<file path="src/rtl/psc_pkg.sv">
// shared types, constants and helpers for the pressure sensor compensation block
package psc_pkg;

	localparam int unsigned DATA_W   = 32;
	localparam int unsigned RAW_W    = 16;
	localparam int unsigned NUM_REGS = 5;
	localparam int unsigned PADDR_W  = 5;

	typedef enum logic [2:0] {
		REG_AC1_AC2 = 3'd0,
		REG_AC3_AC4 = 3'd1,
		REG_AC5_AC6 = 3'd2,
		REG_B1_B2   = 3'd3,
		REG_MC_MD   = 3'd4
	} reg_idx_t;

	typedef logic [NUM_REGS-1:0][DATA_W-1:0] cal_regs_t;

	localparam logic [DATA_W-1:0] K_B6_OFFSET = 32'd4000;
	localparam logic [DATA_W-1:0] K_B4_BIAS   = 32'd32768;
	localparam logic [DATA_W-1:0] K_B7_SCALE  = 32'd50000;
	localparam logic [DATA_W-1:0] K_P_SQ      = 32'd3038;
	// -7357 in two's complement
	localparam logic [DATA_W-1:0] K_P_LIN     = 32'hFFFF_E343;
	localparam logic [DATA_W-1:0] K_P_ROUND   = 32'd3791;

	// sideband that rides along with the temperature division
	typedef struct packed {
		logic [DATA_W-1:0] x1;
		logic [RAW_W-1:0]  up;
		logic              neg;
		logic              err;
	} tdiv_pay_t;

	// sideband that rides along with the pressure division
	typedef struct packed {
		logic [DATA_W-1:0] temp;
		logic              hi;
		logic              err;
	} pdiv_pay_t;

	function automatic logic [DATA_W-1:0] sx16(input logic [RAW_W-1:0] v);
		return {{(DATA_W-RAW_W){v[RAW_W-1]}}, v};
	endfunction

	function automatic logic [DATA_W-1:0] zx16(input logic [RAW_W-1:0] v);
		return {{(DATA_W-RAW_W){1'b0}}, v};
	endfunction

endpackage

</file>
<file path="src/rtl/psc_div.sv">
// pipelined unsigned restoring divider, one quotient bit per stage
module psc_div #(
	parameter int unsigned Width        = psc_pkg::DATA_W,
	parameter int unsigned PayloadWidth = 1
) (
	input  logic                    clk,
	input  logic                    arst_n,
	input  logic                    src_valid,
	output logic                    src_ready,
	input  logic [Width-1:0]        src_num,
	input  logic [Width-1:0]        src_den,
	input  logic [PayloadWidth-1:0] src_payload,
	output logic                    dst_valid,
	input  logic                    dst_take,
	output logic [Width-1:0]        dst_quot,
	output logic [PayloadWidth-1:0] dst_payload
);

	logic [Width-1:0]        rem_q [Width];
	logic [Width-1:0]        num_q [Width];
	logic [Width-1:0]        den_q [Width];
	logic [PayloadWidth-1:0] pay_q [Width];
	logic [Width-1:0]        vld_q;
	logic [Width-1:0]        en;

	for (genvar k = 0; k < Width; k++) begin : g_stage
		logic [Width-1:0]        p_rem;
		logic [Width-1:0]        p_num;
		logic [Width-1:0]        p_den;
		logic [PayloadWidth-1:0] p_pay;
		logic                    p_vld;
		logic [Width:0]          trial;
		logic [Width:0]          diff;
		logic                    ge;

		if (k == 0) begin : g_first
			assign p_rem = '0;
			assign p_num = src_num;
			assign p_den = src_den;
			assign p_pay = src_payload;
			assign p_vld = src_valid;
		end else begin : g_next
			assign p_rem = rem_q[k-1];
			assign p_num = num_q[k-1];
			assign p_den = den_q[k-1];
			assign p_pay = pay_q[k-1];
			assign p_vld = vld_q[k-1];
		end

		if (k == Width - 1) begin : g_last_en
			assign en[k] = !vld_q[k] || dst_take;
		end else begin : g_mid_en
			assign en[k] = !vld_q[k] || en[k+1];
		end

		assign trial = {p_rem, p_num[Width-1]};
		assign diff  = trial - {1'b0, p_den};
		// no borrow out of the subtraction means the trial remainder covers the divisor
		assign ge    = !diff[Width];

		always_ff @(posedge clk or negedge arst_n) begin
			if (!arst_n) begin
				vld_q[k] <= 1'b0;
			end else if (en[k]) begin
				vld_q[k] <= p_vld;
			end
		end

		// quotient bits shift in from the right as numerator bits leave
		always_ff @(posedge clk) begin
			if (en[k]) begin
				rem_q[k] <= ge ? diff[Width-1:0] : trial[Width-1:0];
				num_q[k] <= {p_num[Width-2:0], ge};
				den_q[k] <= p_den;
				pay_q[k] <= p_pay;
			end
		end
	end

	assign src_ready   = en[0];
	assign dst_valid   = vld_q[Width-1];
	assign dst_quot    = num_q[Width-1];
	assign dst_payload = pay_q[Width-1];

endmodule

</file>
<file path="config.mk">
export PLATFORM = sky130hd
export DESIGN_NAME = psc_div
export DESIGN_NICKNAME = d
export VERILOG_FILES = /design/src/rtl/psc_pkg.sv /design/src/rtl/psc_div.sv
export SDC_FILE = /design/constraint.sdc
export NUM_CORES = 2
export LEC_CHECK = 0
export ABC_AREA = 1
export ABC_CLOCK_PERIOD_IN_PS = 16700
export BUFFER_PORTS_ARGS = -buffer_cell sky130_fd_sc_hd__buf_2
export CAP_MARGIN = 15
export CORE_MARGIN = 2
export CORE_UTILIZATION = 60
export DETAILED_ROUTE_END_ITERATION = 7
export PLACE_DENSITY = 0.76
export SYNTH_ARGS = -nofsm -noshare
export SYNTH_HDL_FRONTEND = slang
export SYNTH_SLANG_ARGS = --single-unit
</file>
<file path="constraint.sdc">
create_clock -name clk -period 16.7 [get_ports clk]
set_input_delay 0 -clock clk [delete_from_list [all_inputs] [get_ports clk]]
set_output_delay 0 -clock clk [all_outputs]
set_load 0.02 [all_outputs]
</file>
# After elaboration in Yosys (flattened, before gate mapping)
# Memories as Yosys holds them, arrays and structs flattened.
# Cells that the tools add are included.
[word_totals] regBits=32 ramBits=3104 output_inout_bits=35 elab_cells=260 memories=4
[op_classes] addsub=32 muxes=96 reduce_logical=96
[mem_list] name="den_q" depth=32 word_bits=32 rd=31 rd_ports_with_merged_regs=0 wr=32 line="psc_div.sv:21" rtl="logic [Width-1:0] den_q [Width];"
[mem_list] name="num_q" depth=32 word_bits=32 rd=32 rd_ports_with_merged_regs=0 wr=32 line="psc_div.sv:20" rtl="logic [Width-1:0] num_q [Width];"
[mem_list] name="rem_q" depth=32 word_bits=32 rd=31 rd_ports_with_merged_regs=0 wr=32 line="psc_div.sv:19" rtl="logic [Width-1:0] rem_q [Width];"
[mem_list] name="pay_q" depth=32 word_bits=1 rd=32 rd_ports_with_merged_regs=0 wr=32 line="psc_div.sv:22" rtl="logic [PayloadWidth-1:0] pay_q [Width];"
[op_table] cell="2-to-1 mux 32 bit" n=32
[op_table] cell="subtractor 33 x 32 -> 33 bit" n=31
[op_table] cell="logical NOT 1 bit" n=64
[op_table] cell="2-to-1 mux 1 bit" n=64
[op_table] cell="subtractor 1 x 32 -> 33 bit" n=1
[op_table] cell="logical OR 1 bit" n=32

# Logic depth before layout (Yosys ltp)
[logic_depth] ltp_word=35 mapped_depth=23 ltp_nobuf=23

# Worst setup path after synthesis
# Ideal clock, no wire load.
[synth_path] kind="register to register" from="register vld_q[31] (netlist: dst_valid)" to="memory den_q[0][0] (netlist bit), enable pin" setup_ps=992 arrival_time_ps=12996 t_required_ps=15708 path_slack_ps=2712 stages_incl_launch_ff=16 n_path_buf=0 cell_sequence="dfrtp_1 nand4_4 nor3_4 nand4_4 nor2_4 nand4_4 nor2_4 nand4_4 nor2_4 nand4_4 nor2_4 nand4_4 nor2_4 nand4_4 nor2_4 nand4_2"
[synth_rtl] element="from (decl)" line="psc_div.sv:23" rtl="logic [Width-1:0] vld_q;"
[synth_rtl] element="from (signal, indexed assignment)" line="psc_div.sv:65" rtl="vld_q[k] <= p_vld;"
[synth_rtl] element="to (decl)" line="psc_div.sv:21"

# Worst setup path in the final report
[layout_path] from="input port dst_take" to="output port src_ready"
[layout_via] elab_chain_len=32
[layout_rtl] element="from (decl)" line="psc_div.sv:14" rtl="input logic dst_take,"
[layout_rtl] element="logical OR 1 bit" line="psc_div.sv:51" rtl="assign en[k] = !vld_q[k] || dst_take;"
[layout_rtl] element="logical OR 1 bit (2 in series)" line="psc_div.sv:53" rtl="assign en[k] = !vld_q[k] || en[k+1];"
[layout_rtl] element="via en[29]" line="psc_div.sv:24" rtl="logic [Width-1:0] en;"
[layout_rtl] element="logical OR 1 bit (5 in series)" line="psc_div.sv:53"
[layout_rtl] element="via en[24]" line="psc_div.sv:24"
[layout_rtl] element="logical OR 1 bit (4 in series)" line="psc_div.sv:53"
[layout_rtl] element="via en[20]" line="psc_div.sv:24"
[layout_rtl] element="logical OR 1 bit (4 in series)" line="psc_div.sv:53"
[layout_rtl] element="via en[16]" line="psc_div.sv:24"
[layout_rtl] element="logical OR 1 bit (4 in series)" line="psc_div.sv:53"
[layout_rtl] element="via en[12]" line="psc_div.sv:24"
[layout_rtl] element="logical OR 1 bit (4 in series)" line="psc_div.sv:53"
[layout_rtl] element="via en[8]" line="psc_div.sv:24"
[layout_rtl] element="logical OR 1 bit (4 in series)" line="psc_div.sv:53"
[layout_rtl] element="via en[4]" line="psc_div.sv:24"
[layout_rtl] element="logical OR 1 bit (4 in series)" line="psc_div.sv:53"
[layout_rtl] element="to (decl)" line="psc_div.sv:9" rtl="output logic src_ready,"
# The timed path passes the listed nets, and every way through them passes these cells.

==> results.md <==
Floorplanning:
- The die covers 260500 um2.
- The die is slightly above 500 um wide.
- The floorplan core area is 254600 um2.
- Pin placement for this block handled about 100 I/O pins.
- The row count is 185.
- The height of the chip is 510.4 um.
- The starting utilization of the core area is 60.44%.

Critical path:
- Tracing the worst setup path back leads to its startpoint at dst_take.
- The number of cells on the worst reg-to-reg path is 18.
- The element type at the critical path start is an input port.
- The signal arrival time at the worst endpoint is 7.28 ns.
- The start of the worst register-to-register path is dst_valid$_DFFE_PN0P_.
- STA classifies the critical path endpoint as an output pin.
- Of all nets on the critical path, the largest fanout is just under 80.
- The required time at the endpoint of the critical path is 16.70 ns.
- The type of the worst setup path is in2out.

Worst hold path:
- The worst hold path begins at src_valid.
- The worst hold path passes through 4 cells.
- The path category of the worst min-delay check is in2reg.

Timing:
- For the pin with the worst max-slew slack, the measured transition is around 1.2 ns.
- Clock skew on the completed layout was measured at 0.07630 ns.
- The final-report setup violation count is 0.
- The worst pin sits at a relative slew slack of ~18%.
- The maximum operating frequency is 0.1373 GHz.
- The smallest clock period supported by the final layout is computed as 7.284 ns.
- Setup repair after global routing left no endpoint under its margin.
- The final clock period utilization by the worst path is 43.61%.
- The final number of hold-violating endpoints came to 0.
- The total count of max-transition violations in the final report is 0.
- The worst path setup slack after routing is about 9.4 ns.
- The final-layout setup total negative slack is 0 ns.

Clocking:
- Once the clock tree was built, the resizer swapped 0 gates to a different size.
- No sink is reached through more buffers than the 4 on the longest clock path.
- The number of H-tree levels is 5.
- The clock tree root driver cell is sky130_fd_sc_hd__clkbuf_16.
- After clock tree synthesis, the clock-pin slew on the worst setup and hold paths is roughly 0.050 ns.
- The post-CTS setup buffer count is 0.
- The number of buffers inserted during clock tree synthesis is about 320.
- Counting every sink on the clock net gives 3072.
- TritonCTS built the clock tree.
- The latest clock arrival within the worst-skew pair is between 0.8 and 0.9 ns.
- The number of hold buffers added after CTS was 136.

Power and ir drop:
- The static power due to leakage is 76.55 nW.
- The power per standard cell area is 214.1 nW/um2.
- The largest vdd supply drop is 0.1194 mV.

GRT:
- The number of global-route vias before repair was about 99000.
- For this run the aggregate overflow at the end of global routing stands at 0.
- The number of antenna violations at the first check in global routing is 5.
- The global-route usage over all layers is 23.92%.
- The first global-routing pass estimated between 400000 and 500000 um of wire.
- The pin count of the biggest net entering global routing is 96.

Finish:
- The final layout contains 15890 nets.
- Leaving out fill and tap cells, the most frequent cells in the layout are sky130_fd_sc_hd__nand2_1 (3921), sky130_fd_sc_hd__edfxtp_1 (3040), sky130_fd_sc_hd__inv_1 (2010).
- The area growth from synthesis to final layout is 10.39%.
- Leaving out fill and tap cells, the most frequent cell in the layout is sky130_fd_sc_hd__nand2_1.
- Of the cells placed in the final design, the portion with a size suffix greater than 1 is 5.150%.

Flow run:
- The tool flagged a number of max-cap violations equal to 0.

Synth:
- The complex-gate fraction of the synthesized area is 8.403%.
- The portion of netlist area occupied by mux cells is 0%.
- In this run, synthesis inferred 3040 flip-flops with an integrated enable.
- The share of synthesized flip-flops with an asynchronous set or reset is 1.042%.
- In this run, synthesis produced a sequential element count of 3072.
- For this run, the number of Yosys warnings is 0.
- In the synthesized netlist the dominant register cell turns out to be sky130_fd_sc_hd__edfxtp_1.
- The synthesized netlist devotes 12.49% of its cell area to simple gates.
- The synthesized netlist devotes 8.464% of its cell area to adder and majority cells.
- The number of standard cells after synthesis is around 14000.
- After Yosys synthesis, XOR and XNOR cells account for 5.054% of the synthesized area.
- In this run the mean area of a mapped cell was 10.73 um2.
- Summing every instance area after synthesis gives 153900 um2.
- The synthesized netlist contains 48 unique library cells.
- After synthesis, the largest family of logic cells by area is simple AND/OR/NAND/NOR gates.
- For this run, the register share of the synthesized area comes to 59.84%.

Outcome:
- The run finished with clean final reports.

Routing:
- Wires add up to 312100 um.
- Dividing the detail-routed via count by the number of cells gives 5.401.
- For this run, the detailed router's first-pass iteration total came to 6.
- The vias after detailed routing is 99490.
- The count of routing violations after the opening detailed-route iteration is 7229.
- The count of unresolved DRC violations after routing is 0.
- After detailed routing, the average wire length per cell comes to 16.94 um.
- The final antenna-violating net count is 0.

Placement:
- The pre-CTS worst setup slack is 10.08 ns.
- The number of input and output port buffers inserted is 103.
- The HPWL after detailed placement is 230400 um.
- At the end of routability-driven placement, the weighted congestion stood at 0.9542.
-- Yosys cell counts, drive strengths merged, types with 2 or more instances --
cell type / number / area share, %
or2: 22 / 0.089
xnor2: 315 / 1.8
a221oi: 2 / 0.011
fa: 30 / 0.39
nor2: 531 / 1.3
o21ai: 496 / 1.6
buf: 180 / 0.73
o211ai: 16 / 0.078
edfxtp: 3040 / 59
nand4: 101 / 0.48
a21o: 45 / 0.22
nand3b: 46 / 0.22
o21a: 45 / 0.22
o21bai: 134 / 0.65
a21boi: 167 / 0.81
nand3: 112 / 0.37
o311ai: 14 / 0.080
ha: 993 / 8.1
clkbuf: 7 / 0.017
a21oi: 1138 / 3.7
o31ai: 31 / 0.15
a211oi: 15 / 0.073
nor4: 20 / 0.081
dfrtp: 32 / 0.52
nor3: 63 / 0.21
nand2: 3959 / 9.7
a31oi: 136 / 0.55
a2111oi: 14 / 0.080
inv: 2048 / 5.0
xor2: 573 / 3.3
o221a: 14 / 0.10
-- worst max-delay path: stages --
cell and delay, ns:
sky130_fd_sc_hd__dlygate4sd3_1 0.54, sky130_fd_sc_hd__buf_2 0.12, sky130_fd_sc_hd__dlygate4sd3_1 0.55, sky130_fd_sc_hd__inv_1 0.18, sky130_fd_sc_hd__nand4_4 0.13, sky130_fd_sc_hd__nor3_4 0.24, sky130_fd_sc_hd__nand4_4 0.70, sky130_fd_sc_hd__nor2_4 0.54
sky130_fd_sc_hd__nand4_4 0.15, sky130_fd_sc_hd__nor2_4 0.25, sky130_fd_sc_hd__nand4_4 0.14, sky130_fd_sc_hd__nor2_4 0.26, sky130_fd_sc_hd__nand4_4 0.10, sky130_fd_sc_hd__buf_4 0.31, sky130_fd_sc_hd__nor2_4 0.28, sky130_fd_sc_hd__nand4_4 0.09
sky130_fd_sc_hd__buf_4 0.30, sky130_fd_sc_hd__nor2_4 0.29, sky130_fd_sc_hd__nand4_4 0.53, sky130_fd_sc_hd__nor2_4 0.47, sky130_fd_sc_hd__nand4_4 0.17, sky130_fd_sc_hd__buf_4 0.26, sky130_fd_sc_hd__buf_16 0.24, sky130_fd_sc_hd__buf_2 0.25
-- report_power, final --
| part | leakage (nW) | switching, mW | internal, mW |
|---|---|---|---|
| Sequential | 31.7 | 1.35 | 12.0 |
| Combinational | 39.9 | 10.3 | 5.76 |
| Clock | 5.00 | 2.95 | 4.03 |
-- sequential cells by signal, indices dropped and copies added, names as in the netlist --
register and count:
pay_q 32, dst_valid 1, g_stage.p_vld 31, num_q 1024, rem_q 992, den_q 992
-- worst paths after layout --
| kind | end | slack (ns) |
|---|---|---|
| setup / recovery | src_ready | 9.42 |
| hold / removal | g_stage[1].p_vld$_DFFE_PN0P_ | 0.0007 |
| setup reg to reg | num_q[0][44]$_DFFE_PP_ | 10.09 |
| hold reg to reg | num_q[0][212]$_DFFE_PP_ | 0.36 |
| max in group asynchronous | g_stage[4].p_vld$_DFFE_PN0P_ | 16.22 |
| min in group asynchronous | g_stage[13].p_vld$_DFFE_PN0P_ | 0.20 |
-- area by class of cell --
type / count / area, um2
diodes: 6 / 15.01
clock buffers: 396 / 8472
clock inverters: 178 / 1818
fillers: 18360 / 84740
inverters: 2049 / 7706
multi-input cells: 9050 / 53170
flip-flops and latches: 3072 / 92090
well taps: 3366 / 4212
repair buffers: 304 / 2402
-- metrics by stage --
stage	util, %	std cells	power [mW]	hold slack (ns)	cell area [um2]
after floorplan	-	14360	25.52	-0.2956	153900
after global placement	62.12	17700	28.75	0.1778	158200
after detailed placement	62.12	17700	29.21	0.1781	158200
after CTS	66.70	18410	36.35	0.001278	169800
after global routing	66.72	18420	39.16	0.02432	169900
final	66.72	18420	36.37	0.0006581	169900
-- per-layer routing --
metal / global-route usage, % / up-vias / wire length [um]
met3: 3.165 / 882 / 15310
met2: 44.40 / 2664 / 161700
met5: 0 / - / 0
li1: - / 49510 / -
met4: 11.38 / 0 / 16040
met1: 27.06 / 46440 / 119000
-- cells by family after synthesis --
logic type / after synthesis
fa+ha+maj: 1023
xor+xnor: 888
flops: 3072
buf+inv: 2236
other cells: 1
compound gates: 2269
simple gates: 4855
No activity file was read; power rests on OpenSTA's default activity.
