$ cat config.mk
export PLATFORM = sky130hd
export DESIGN_NAME = psc_regs
export DESIGN_NICKNAME = d
export VERILOG_FILES = /design/src/rtl/psc_pkg.sv /design/src/rtl/psc_regs.sv
export SDC_FILE = /design/constraint.sdc
export NUM_CORES = 1
export LEC_CHECK = 0
export BUFFER_PORTS_ARGS = -buffer_cell sky130_fd_sc_hd__buf_2
export CAP_MARGIN = 30
export CORE_MARGIN = 1.5
export CORE_UTILIZATION = 38
export CTS_CLUSTER_DIAMETER = 150
export CTS_CLUSTER_SIZE = 14
export DETAILED_ROUTE_END_ITERATION = 10
export SLEW_MARGIN = 15
export SYNTH_ARGS = -nofsm -noshare
export SYNTH_HDL_FRONTEND = slang
export SYNTH_SLANG_ARGS = --single-unit
$ cat constraint.sdc
create_clock -name clk -period 3.8 [get_ports clk]
set_input_delay 0.76 -clock clk [delete_from_list [all_inputs] [get_ports clk]]
set_output_delay 0.76 -clock clk [all_outputs]
set_load 0.05 [all_outputs]
$ cat src/rtl/psc_pkg.sv
// shared types, constants and helpers for the pressure sensor compensation block
package psc_pkg;

	localparam int unsigned DATA_W   = 32;
	localparam int unsigned RAW_W    = 16;
	localparam int unsigned NUM_REGS = 5;
	localparam int unsigned PADDR_W  = 5;

	typedef enum logic [2:0] {
		REG_AC1_AC2 = 3'd0,
		REG_AC3_AC4 = 3'd1,
		REG_AC5_AC6 = 3'd2,
		REG_B1_B2   = 3'd3,
		REG_MC_MD   = 3'd4
	} reg_idx_t;

	typedef logic [NUM_REGS-1:0][DATA_W-1:0] cal_regs_t;

	localparam logic [DATA_W-1:0] K_B6_OFFSET = 32'd4000;
	localparam logic [DATA_W-1:0] K_B4_BIAS   = 32'd32768;
	localparam logic [DATA_W-1:0] K_B7_SCALE  = 32'd50000;
	localparam logic [DATA_W-1:0] K_P_SQ      = 32'd3038;
	// -7357 in two's complement
	localparam logic [DATA_W-1:0] K_P_LIN     = 32'hFFFF_E343;
	localparam logic [DATA_W-1:0] K_P_ROUND   = 32'd3791;

	// sideband that rides along with the temperature division
	typedef struct packed {
		logic [DATA_W-1:0] x1;
		logic [RAW_W-1:0]  up;
		logic              neg;
		logic              err;
	} tdiv_pay_t;

	// sideband that rides along with the pressure division
	typedef struct packed {
		logic [DATA_W-1:0] temp;
		logic              hi;
		logic              err;
	} pdiv_pay_t;

	function automatic logic [DATA_W-1:0] sx16(input logic [RAW_W-1:0] v);
		return {{(DATA_W-RAW_W){v[RAW_W-1]}}, v};
	endfunction

	function automatic logic [DATA_W-1:0] zx16(input logic [RAW_W-1:0] v);
		return {{(DATA_W-RAW_W){1'b0}}, v};
	endfunction

endpackage

$ cat src/rtl/psc_regs.sv
// calibration register file behind the apb-style port
module psc_regs (
	input  logic                           clk,
	input  logic                           arst_n,
	input  logic                           psel,
	input  logic                           penable,
	input  logic                           pwrite,
	input  logic [psc_pkg::PADDR_W-1:0]    paddr,
	input  logic [psc_pkg::DATA_W-1:0]     pwdata,
	output logic [psc_pkg::DATA_W-1:0]     prdata,
	output logic                           pready,
	output psc_pkg::cal_regs_t             cal
);

	psc_pkg::cal_regs_t cal_q;
	psc_pkg::reg_idx_t  idx;

	assign idx    = psc_pkg::reg_idx_t'(paddr[psc_pkg::PADDR_W-1:2]);
	assign pready = 1'b1;
	assign cal    = cal_q;

	always_ff @(posedge clk or negedge arst_n) begin
		if (!arst_n) begin
			cal_q <= '0;
		end else if (psel && penable && pwrite) begin
			case (idx)
				psc_pkg::REG_AC1_AC2: cal_q[psc_pkg::REG_AC1_AC2] <= pwdata;
				psc_pkg::REG_AC3_AC4: cal_q[psc_pkg::REG_AC3_AC4] <= pwdata;
				psc_pkg::REG_AC5_AC6: cal_q[psc_pkg::REG_AC5_AC6] <= pwdata;
				psc_pkg::REG_B1_B2:   cal_q[psc_pkg::REG_B1_B2]   <= pwdata;
				psc_pkg::REG_MC_MD:   cal_q[psc_pkg::REG_MC_MD]   <= pwdata;
				default: ;
			endcase
		end
	end

	always_comb begin
		case (idx)
			psc_pkg::REG_AC1_AC2: prdata = cal_q[psc_pkg::REG_AC1_AC2];
			psc_pkg::REG_AC3_AC4: prdata = cal_q[psc_pkg::REG_AC3_AC4];
			psc_pkg::REG_AC5_AC6: prdata = cal_q[psc_pkg::REG_AC5_AC6];
			psc_pkg::REG_B1_B2:   prdata = cal_q[psc_pkg::REG_B1_B2];
			psc_pkg::REG_MC_MD:   prdata = cal_q[psc_pkg::REG_MC_MD];
			default:              prdata = '0;
		endcase
	end

endmodule

Word-level counts from Yosys, hierarchy flattened
Index checks and enable logic that the tools add are counted.

word-level totals
  input port bits = 42
  logic and storage cells = 18
  output and inout bits = 193
  register bits after elaboration = 160

cells by class
  multiplexer cells = 1
  reduce and logical (&&, ||, !) cells = 8
  equal/unequal tests = 4

operators with widths
  operator                                                         count
  32-bit one-hot mux with 5 select lines                           1
  2-bit AND reduction                                              5
  3-bit by 2-bit == test with 1-bit output, second input constant  2
  3-bit by 1-bit == test with 1-bit output, second input constant  1
  3-bit == test, second input constant                             1
  3-bit zero test                                                  1
  1-bit logical AND                                                2

Longest topological paths before layout
Gate-level depths: netlist (run 1).

  depth in word-level cells = 3
  gate-level depth with buffers = 6

Worst setup path before layout (run 1)
No wires, ideal clock.

  path type = input to output
  start point = input port paddr[2] in the netlist's numbering
  end point = output port prdata[0] in the netlist's numbering
  slack = 0.413 ns
  arrival = 2.627 ns
  stages = 6
  data required time = 3.040 ns
  buffers on the path = 3
  cells stage by stage = buf_2 nor2b_1 clkbuf_1 buf_2 a22oi_1 o21ai_0

between the ends
  longest elaborated chain between the ends = 2
  elaborated cells between the ends (all ways) = 6
  classes of those cells = 4 x eq/ne; 1 x mux; 1 x reduce/logical

RTL lines
  item                                      line            RTL
  from (decl)                               psc_regs.sv:8   input logic [psc_pkg::PADDR_W-1:0] paddr,
  3-bit == test (tied with other cells)     psc_regs.sv:38  case (idx)
  32-bit one-hot mux with 5 select lines *  psc_regs.sv:38
  to (decl)                                 psc_regs.sv:10  output logic [psc_pkg::DATA_W-1:0] prdata,

Every way passes the cells marked *; elsewhere a longest branch is shown, timed or not.

Final worst setup path (run 1)
  start point = input port paddr[2] in the netlist's numbering
  end point = output port prdata[8] in the netlist's numbering

Same word-level chain as after synthesis.

==> results of run 1 <==
[cells in the mapped netlist, drive strengths merged]
cell | n | area share [%]
buf | 23 | 2.2
inv | 1 | 0.051
nor2b | 2 | 0.17
nor3 | 1 | 0.14
and2b | 1 | 0.10
nand4b | 1 | 0.33
dfrtp | 160 | 55
a2bb2oi | 1 | 0.12
nor3b | 2 | 0.34
a32oi | 32 | 3.8
conb | 1 | 0.051
nor2 | 2 | 0.10
or3 | 1 | 0.086
o21ai | 32 | 2.2
nand3 | 1 | 0.068
clkbuf | 19 | 0.98
mux2 | 192 | 31
a22oi | 31 | 3.2
nand2 | 2 | 0.10
[per-layer routing]
metal / track usage, % / routed length (um)
met1: 27.57 / 9123
met2: 37.02 / 10720
met3: 6.007 / 1618
met4: 9.604 / 595
met5: 0 / 0
[stage by stage]
| stage | hold WS, ns | power (mW) |
|---|---|---|
| 2_1_floorplan | 0.4644 | 4.161 |
| 3_3_place_gp | 0.5021 | 4.790 |
| 3_5_place_dp | 0.5046 | 4.842 |
| 4_1_cts | 0.3959 | 6.571 |
| 5_1_grt | 0.4247 | 6.781 |
| 6_report | 0.3591 | 6.524 |
[power groups by stage]
stage / Sequential, mW / Combinational, mW / Clock [mW]
finish: 2.31 / 2.50 / 1.72
detailed placement: 2.33 / 2.51 / 0
floorplan: 3.46 / 0.697 / 0
global route: 2.35 / 2.60 / 1.83
global placement: 2.30 / 2.49 / 0
CTS: 2.30 / 2.51 / 1.75
[worst max-delay path by stage]
stage	slack [ns]	depth (start not counted)	from	to
final	0.53	7	paddr[2]	prdata[8]
after global routing	0.45	7	paddr[2]	prdata[10]
after CTS	0.53	7	paddr[2]	prdata[8]
after detailed placement	0.55	7	paddr[2]	prdata[8]
after global placement	0.57	6	paddr[2]	prdata[27]
after floorplan	0.41	6	paddr[2]	prdata[0]
[area by class of cell]
type	instances	area share [%]
Sequential cell	160	42.67
Multi-Input combinational cell	302	33.20
Timing Repair Buffer	248	14.68
Clock buffer	21	4.907
Tap cell	234	3.120
Clock inverter	11	1.387
Inverter	1	0.04000
[cell families after synthesis]
kind of cell	after synthesis
muxes	192
DFF	160
AOI/OAI and AO/OA	96
buffers and inverters	43
and+or+nand+nor	13
other	1
==> flow_metrics.env, run 1 <==
export IMPL_synth_compound_area_share_pct=9.335
export IMPL_placement_io_buffers=231
export IMPL_vdd_drop_max_uv=317.9
export IMPL_cp_cell_sequence="buf_2 > buf_4 > and2b_1 > buf_4 > a22oi_1 > o21ai_0 > buf_2"
export IMPL_cts_resized=0
export IMPL_die_x_um=141.6
export IMPL_viasPerCell=5.591
export IMPL_routed_wl_mm=22.05
export IMPL_initial_utilization_pct=38.92
export IMPL_maxCapViolations=0
export IMPL_startpoint_type="input port"
export IMPL_grt_pass1_vias=5767
export IMPL_gp_congestion=0.7659
export IMPL_layout_commonest_cell="buf_2"
export IMPL_cts_inserted_buffers=17
export IMPL_pre_cts_slack_ns=0.5492
export IMPL_postCtsSetupBuffers=0
export IMPL_wire_per_inst_um=22.57
export IMPL_synthSimpleGateAreaFrac_pct=1.439
export IMPL_nFillCells=1664
export IMPL_diodes=0
export IMPL_grt_pass1_wl_mm=33.92
export IMPL_fmax_mhz=306.2
export IMPL_worst_pin_slew_ns=0.7789
export IMPL_rsz0062_at_grt="false"
export IMPL_cp_arrival_ns=2.51
export IMPL_dp_cells=945
export IMPL_yosys_mux_area_fraction_pct=31.14
export IMPL_worstReg2RegEnd="cal[69]$_DFFE_PN0P_"
export IMPL_fin_crit_sh_pct=85.95
export IMPL_htree_levels=4
export IMPL_syn_inst=505
export IMPL_path_buf_inv=4
export IMPL_setup_viol=0
export IMPL_leakagePower_nw=4.697
export IMPL_avgSynthCellArea_sq_um=14.46
export IMPL_utilization_pct=50.00
export IMPL_drive_gt1_share_pct=64.33
export IMPL_required_ns=3.04
export IMPL_tns_ns=0
export IMPL_internal_power_mw=3.715
export IMPL_drt_initial_drc_count=247
export IMPL_hold_viol=0
export IMPL_place_area_sq_um=8793
export IMPL_coreArea_sq_um=18770
export IMPL_seq_power_share_pct=35.3
export IMPL_drt_pass1_iterations=5
export IMPL_fin_area_sq_um=9384
export IMPL_switching_share_pct=43.06
export IMPL_drc=0
export IMPL_yosysSeqAreaShare_pct=54.81
export IMPL_root_buffer="clkbuf_16"
export IMPL_grt_start_max_net_pins=82
export IMPL_r2r_cells=1
export IMPL_ant_nets=0
export IMPL_rr_startpoint="cal[69]$_DFFE_PN0P_"
export IMPL_synth_area_sq_um=7305
export IMPL_finalClockSkew_ns=0
export IMPL_clock_path_buffers=2
export IMPL_critical_path_top_delay_family="buffers and inverters"
export IMPL_fin_nets=772
export IMPL_ys_types=24
export IMPL_crit_type="input port to output port"
export IMPL_reg2reg_setup_slack_ns=3.00
export IMPL_die_y_um=141.6
export IMPL_power_frac_comb_pct=38.3
export IMPL_max_stage_delay_ns=0.35
export IMPL_register_area_sq_um=4004
export IMPL_pwr_density_cell_nw_per_um2=695.2
export IMPL_rows=50
export IMPL_cp_end_kind="output port"
export IMPL_grt_use_total_pct=22.36
export IMPL_vias=5462
export IMPL_path_clk_slew_ns=0.06
export IMPL_fin_cells=977
export IMPL_hold_path_class="input port to asynchronous set/reset pin"
export IMPL_die_area_sq_um=20060
export IMPL_syn_to_final_growth_pct=28.47
export IMPL_timing_final_crit_period_ns=3.266
export IMPL_slew_limit_headroom_pct=48.08
export IMPL_final_cell_mix="buf_2 (230), mux2_2 (161), dfrtp_1 (160)"
export IMPL_io_pins=235
export IMPL_hold_buffers=0
export IMPL_multi_input_area_sq_um=3115
export IMPL_syn_num_nets=547
export IMPL_clkLatencyLatePin_ns=0.41
export IMPL_synthXorXnorAreaFrac_pct=0
export IMPL_critPathMaxFanout=23
export IMPL_crit_slowest_cell="buf_4"
export IMPL_slew_violations=0
export IMPL_synth_fa_ha_area_share_pct=0
export IMPL_antenna_found_initial=0
export IMPL_p_switching_mw=2.809
export IMPL_dp_hpwl_mm=14.40
export IMPL_synth_seq_cells=160
export IMPL_setup_ws_ns=0.5338
export IMPL_p_clk_share_pct=26.3
export IMPL_gr_total_overflow=0
export IMPL_yosysWarnings=0
export IMPL_synth_top_family_by_area="multiplexers"
export IMPL_tritoncts="done"
export IMPL_cts_sinks=160
export IMPL_status="finished, final reports clean"
export IMPL_largest_register_ffs=160
Power figures use the tool's default switching activity.
==> inputs of run 2 (changes only) <==
- ABC_AREA: default -> 1
==> run 2 against run 1 <==
  * Critical path depth shrank 1
  * Cell area grew 1.2%
  * Combinational power shrank 6%
  * Global-route usage grew 1.7 points
  * Sequential share of layout area shrank 0.51 points
  * Synthesized area grew 4.2%
  * Setup slack gained 0.097 ns
  * Non-clock buffer count shrank 3
  * Clock power grew 7%
  * Worst hold slack gained 0.034 ns
==> flow_metrics.env, run 2 <==
export IMPL_status="finished, final reports clean"
export IMPL_syn_inst=934
export IMPL_synth_top_area_share_pct=52.61
export IMPL_ant_nets=0
export IMPL_drt_pass1_iterations=5
export IMPL_syn_num_nets=976
export IMPL_synth_seq_cells=160
export IMPL_yosysTopAreaCell="dfrtp_1"
export IMPL_startpoint_type="input port"
export IMPL_hold_path_class="input port to asynchronous set/reset pin"
export IMPL_rsz0062_at_grt="false"
export IMPL_drt_initial_drc_count=483
export IMPL_crit_slowest_cell="buf_2"
export IMPL_yosysWarnings=0
export IMPL_dp_cells=1378
export IMPL_timing_final_crit_period_ns=3.169
export IMPL_tritoncts="done"
export IMPL_syn_to_final_growth_pct=24.79
export IMPL_post_synth_top_count_cell="nand2_1"
export IMPL_final_cell_mix="nand2_1 (268), buf_2 (230), dfrtp_1 (160)"
export IMPL_avgSynthCellArea_sq_um=8.148
export IMPL_cp_end_kind="output port"
export IMPL_required_ns=3.04
export IMPL_postSynth_asyncResetShare_pct=100.0
export IMPL_cp_cell_sequence="buf_2 > nand3_4 > o21ai_0 > inv_1 > nand2_1 > buf_2"
export IMPL_dr_wl_met3_mm=1.486
export IMPL_crit_type="input port to output port"
export IMPL_worst_pin_slew_ns=0.7803
export IMPL_cts_resized=0
export IMPL_grt_use_total_pct=24.06
export IMPL_clock_path_buffers=2
export IMPL_setup_viol=0
export IMPL_cts_inserted_buffers=17
export IMPL_vias=7032
export IMPL_layout_commonest_cell="nand2_1"
export IMPL_grt_pass1_wl_mm=37.63
export IMPL_largest_register_ffs=160
export IMPL_dr_max_layer_used="met5"
export IMPL_critPathMaxFanout=23
export IMPL_synth_area_sq_um=7610
export IMPL_die_area_sq_um=20880
export IMPL_rows=51
export IMPL_placement_io_buffers=231
export IMPL_htree_levels=4
export IMPL_hold_buffers=0
export IMPL_path_clk_slew_ns=0.07
export IMPL_pwr_density_cell_nw_per_um2=680.0
export IMPL_coreArea_sq_um=19530
export IMPL_slew_limit_headroom_pct=47.98
export IMPL_gp_congestion=0.8253
export IMPL_vdd_drop_max_uv=332.6
export IMPL_hold_viol=0
export IMPL_yosysSeqAreaShare_pct=52.61
export IMPL_drive_gt1_share_pct=26.75
export IMPL_diodes=0
export IMPL_die_y_um=144.5
export IMPL_wire_per_inst_um=17.42
export IMPL_tns_ns=0
export IMPL_synth_top_cells_by_area="dfrtp_1 (53%), nand2_1 (13%), o21ai_0 (9.3%)"
export IMPL_grt_start_max_net_pins=81
export IMPL_synth_common_cells="nand2_1 (268), dfrtp_1 (160), o21ai_0 (142)"
export IMPL_max_stage_delay_ns=0.46
export IMPL_finalClockSkew_ns=0
export IMPL_slew_violations=0
export IMPL_grt_pass1_vias=6522
export IMPL_die_x_um=144.5
export IMPL_dp_hpwl_mm=15.65
export IMPL_fin_nets=1174
export IMPL_critical_path_top_delay_family="buffers and inverters"
export IMPL_cp_common_cell="buf_2"
export IMPL_root_buffer="clkbuf_16"
export IMPL_fmax_mhz=315.5
export IMPL_fin_crit_sh_pct=83.40
export IMPL_ys_types=25
export IMPL_synth_edf_count=0
export IMPL_wl_met2_mm=11.56
export IMPL_viasPerCell=4.991
export IMPL_maxCapViolations=0
export IMPL_postCtsSetupBuffers=0
export IMPL_synth_main_ff_cell="dfrtp_1"
export IMPL_leakagePower_nw=5.212
export IMPL_cp_arrival_ns=2.41
export IMPL_clkLatencyLatePin_ns=0.42
export IMPL_path_buf_inv=3
export IMPL_io_pins=235
export IMPL_gr_total_overflow=0
export IMPL_met1Wirelength_mm=11.05
export IMPL_cts_sinks=160
export IMPL_drc=0
export IMPL_fin_cells=1409
export IMPL_antenna_found_initial=2
export IMPL_initial_utilization_pct=38.97
export IMPL_routed_wl_mm=24.54
## run 2: final timing paths
| path | startpoint | end | slack [ns] | cells past startpoint |
|---|---|---|---|---|
| max in group asynchronous | arst_n | cal[1]$_DFFE_PN0P_ | 2.51 | 2 |
| min in group clk | cal[69]$_DFFE_PN0P_ | cal[69]$_DFFE_PN0P_ | 0.50 | 2 |
| worst min-delay path | arst_n | cal[152]$_DFFE_PN0P_ | 0.39 | 1 |
| worst max register to register | cal[92]$_DFFE_PN0P_ | cal[92]$_DFFE_PN0P_ | 3.06 | 2 |
| worst max-delay path | paddr[2] | prdata[30] | 0.63 | 6 |
| worst min register to register | cal[69]$_DFFE_PN0P_ | cal[69]$_DFFE_PN0P_ | 0.50 | 2 |
## run 2: cell type report
type                            count  area (sq um)
Clock buffer                       19         442.9
Clock inverter                     12         181.4
Fill cell                        1977         10030
Inverter                           85         329.1
Multi-Input combinational cell    623          2903
Sequential cell                   160          4004
Tap cell                          265         331.6
Timing Repair Buffer              245          1305
## run 2: power by group
group	internal, mW	leakage [nW]	switching, mW
sequential	2.03	2.05	0.256
clock	1.12	0.292	0.717
combinational	0.463	2.87	1.87
total	3.61	5.21	2.85
## run 2: cell families (layout without fill, tap and decap cells)
kind of cell / count (synthesis) / after routing / share of synthesized area, %
other: 1 / 1 / 0.04928
flip-flops: 160 / 160 / 52.61
AO/OA/AOI/OAI: 175 / 175 / 11.90
buffers and inverters: 151 / 361 / 9.240
AND/OR/NAND/NOR: 447 / 447 / 26.19
## run 2: per-layer routing
layer / vias up / GRT usage (%)
li1: 3433 / -
met1: 3321 / 32.76
met4: 4 / 7.656
met3: 34 / 4.868
met5: - / 0
met2: 240 / 38.50
## run 2: stage by stage
stage | total power, mW | instance area, sq um | hold WS, ns | utilization, % | worst slack [ns]
6_report | 6.458 | 9497 | 0.3926 | 48.64 | 0.6307
5_1_grt | 6.755 | 9497 | 0.4407 | 48.64 | 0.5130
3_3_place_gp | 4.637 | 8872 | 0.4856 | 45.44 | 0.6430
4_1_cts | 6.506 | 9497 | 0.4210 | 48.64 | 0.6384
2_1_floorplan | 4.029 | 7610 | 0.4644 | - | 1.156
3_5_place_dp | 4.661 | 8872 | 0.4893 | 45.44 | 0.6425
==> inputs of run 3 (changes only) <==
- ABC_AREA: 1 -> 0
- clock period: 3.8 -> 3.08 ns (I/O delays scaled with it)
==> run 3 against run 2 <==
  * Clock power grew 17%
  * First-iteration DRC count shrank 66%
  * Die area shrank 3.9%
  * Worst hold slack lost 0.23 ns
  * Core utilization grew 1.5 points
  * Global-route usage shrank 1.9 points
  * Flip-flop and latch count is the same
  * Clock skew is the same
  * Critical path type unchanged
  * Largest power group unchanged
==> flow_metrics.env, run 3 (same netlist as run 1, synthesis figures left out) <==
export IMPL_status="finished, final reports clean"
export IMPL_tritoncts="done"
export IMPL_tns_ns=0
export IMPL_die_area_sq_um=20060
export IMPL_worstReg2RegEnd="cal[101]$_DFFE_PN0P_"
export IMPL_gr_total_overflow=0
export IMPL_pwr_density_cell_nw_per_um2=860.0
export IMPL_fin_nets=781
export IMPL_die_y_um=141.6
export IMPL_largest_register_ffs=160
export IMPL_rows=50
export IMPL_vdd_drop_max_uv=386.9
export IMPL_final_cell_mix="buf_2 (230), mux2_2 (161), dfrtp_1 (160)"
export IMPL_setup_viol=0
export IMPL_cp_arrival_ns=1.98
export IMPL_pre_cts_slack_ns=0.4797
export IMPL_hold_buffers=0
export IMPL_required_ns=2.46
export IMPL_hold_viol=0
export IMPL_cp_end_kind="output port"
export IMPL_fmax_mhz=385.0
export IMPL_finalPower_mw=8.094
export IMPL_fin_crit_sh_pct=84.34
export IMPL_clock_path_buffers=2
export IMPL_routed_wl_mm=21.59
export IMPL_setup_ws_ns=0.4825
export IMPL_slew_violations=0
export IMPL_worst_pin_slew_ns=0.5579
export IMPL_viasPerCell=5.510
export IMPL_slew_limit_headroom_pct=62.81
export IMPL_wire_per_inst_um=21.89
export IMPL_path_clk_slew_ns=0.06
export IMPL_vias=5433
export IMPL_htree_levels=4
export IMPL_cts_resized=0
export IMPL_die_x_um=141.6
export IMPL_drive_gt1_share_pct=64.49
export IMPL_drt_initial_drc_count=165
export IMPL_placement_io_buffers=231
export IMPL_reg2reg_setup_slack_ns=2.27
export IMPL_grt_use_total_pct=22.17
export IMPL_rr_startpoint="cal[101]$_DFFE_PN0P_"
export IMPL_initial_utilization_pct=38.92
export IMPL_ant_nets=0
export IMPL_dp_hpwl_mm=14.75
export IMPL_layout_commonest_cell="buf_2"
export IMPL_grt_pass1_vias=5696
export IMPL_startpoint_type="input port"
export IMPL_critPathMaxFanout=15
export IMPL_gp_congestion=0.8025
export IMPL_root_buffer="clkbuf_16"
export IMPL_diodes=0
export IMPL_rsz0062_at_grt="false"
export IMPL_hold_path_class="input port to asynchronous set/reset pin"
export IMPL_grt_start_max_net_pins=76
export IMPL_drc=0
export IMPL_postCtsSetupBuffers=0
export IMPL_leakagePower_nw=4.740
export IMPL_coreArea_sq_um=18770
export IMPL_maxCapViolations=0
export IMPL_io_pins=235
export IMPL_utilization_pct=50.15
export IMPL_syn_to_final_growth_pct=28.85
export IMPL_clkLatencyLatePin_ns=0.42
export IMPL_drt_pass1_iterations=5
export IMPL_timing_final_crit_period_ns=2.598
export IMPL_antenna_found_initial=0
export IMPL_crit_type="input port to output port"
export IMPL_finalClockSkew_ns=0
export IMPL_cts_sinks=160
export IMPL_cts_inserted_buffers=17
export IMPL_grt_pass1_wl_mm=33.58
export IMPL_r2r_cells=1
run 3: how the worst max path moves through the flow:
stage | from | to | slack [ns] | depth (start not counted)
global route | paddr[4] | prdata[0] | 0.40 | 6
global placement | paddr[4] | prdata[0] | 0.49 | 6
floorplan | paddr[2] | prdata[27] | 0.14 | 4
detailed placement | paddr[4] | prdata[0] | 0.48 | 6
CTS | paddr[4] | prdata[6] | 0.48 | 6
finish | paddr[4] | prdata[0] | 0.48 | 6
run 3: metrics by stage:
stage                     cells  cell area, sq um  hold WS, ns
after global placement      954              8811       0.5091
after global routing        986              9412       0.1862
after floorplan             505              7305       0.3204
final                       986              9412       0.1578
after detailed placement    954              8811       0.5160
after CTS                   986              9412       0.1718
run 3: power breakdown:
group | internal [mW] | leakage (nW) | switching (mW)
clock | 1.32 | 0.287 | 0.842
combinational | 0.830 | 2.41 | 2.25
sequential | 2.52 | 2.05 | 0.335
total | 4.66 | 4.74 | 3.43
run 3: area by class of cell:
type / instances / area [sq um]
Multi-Input combinational cell: 302 / 3115
Tap cell: 234 / 292.8
Fill cell: 1695 / 9356
Inverter: 1 / 3.754
Clock inverter: 9 / 132.6
Sequential cell: 160 / 4004
Clock buffer: 23 / 467.9
Timing Repair Buffer: 257 / 1395
run 3: critical path, stage by stage:
cell     delay (ns)
buf_2          0.18
nor2b_4        0.34
buf_4          0.35
a32oi_1        0.09
o21ai_1        0.11
buf_2          0.29
run 3: layer usage:
layer | global-route usage (%) | vias to the layer above | wire length (um)
li1 | - | 2383 | -
met1 | 27.60 | 2788 | 8878
met2 | 36.94 | 224 | 10700
met3 | 6.109 | 38 | 1591
met4 | 8.139 | 0 | 416
met5 | 0 | - | 0
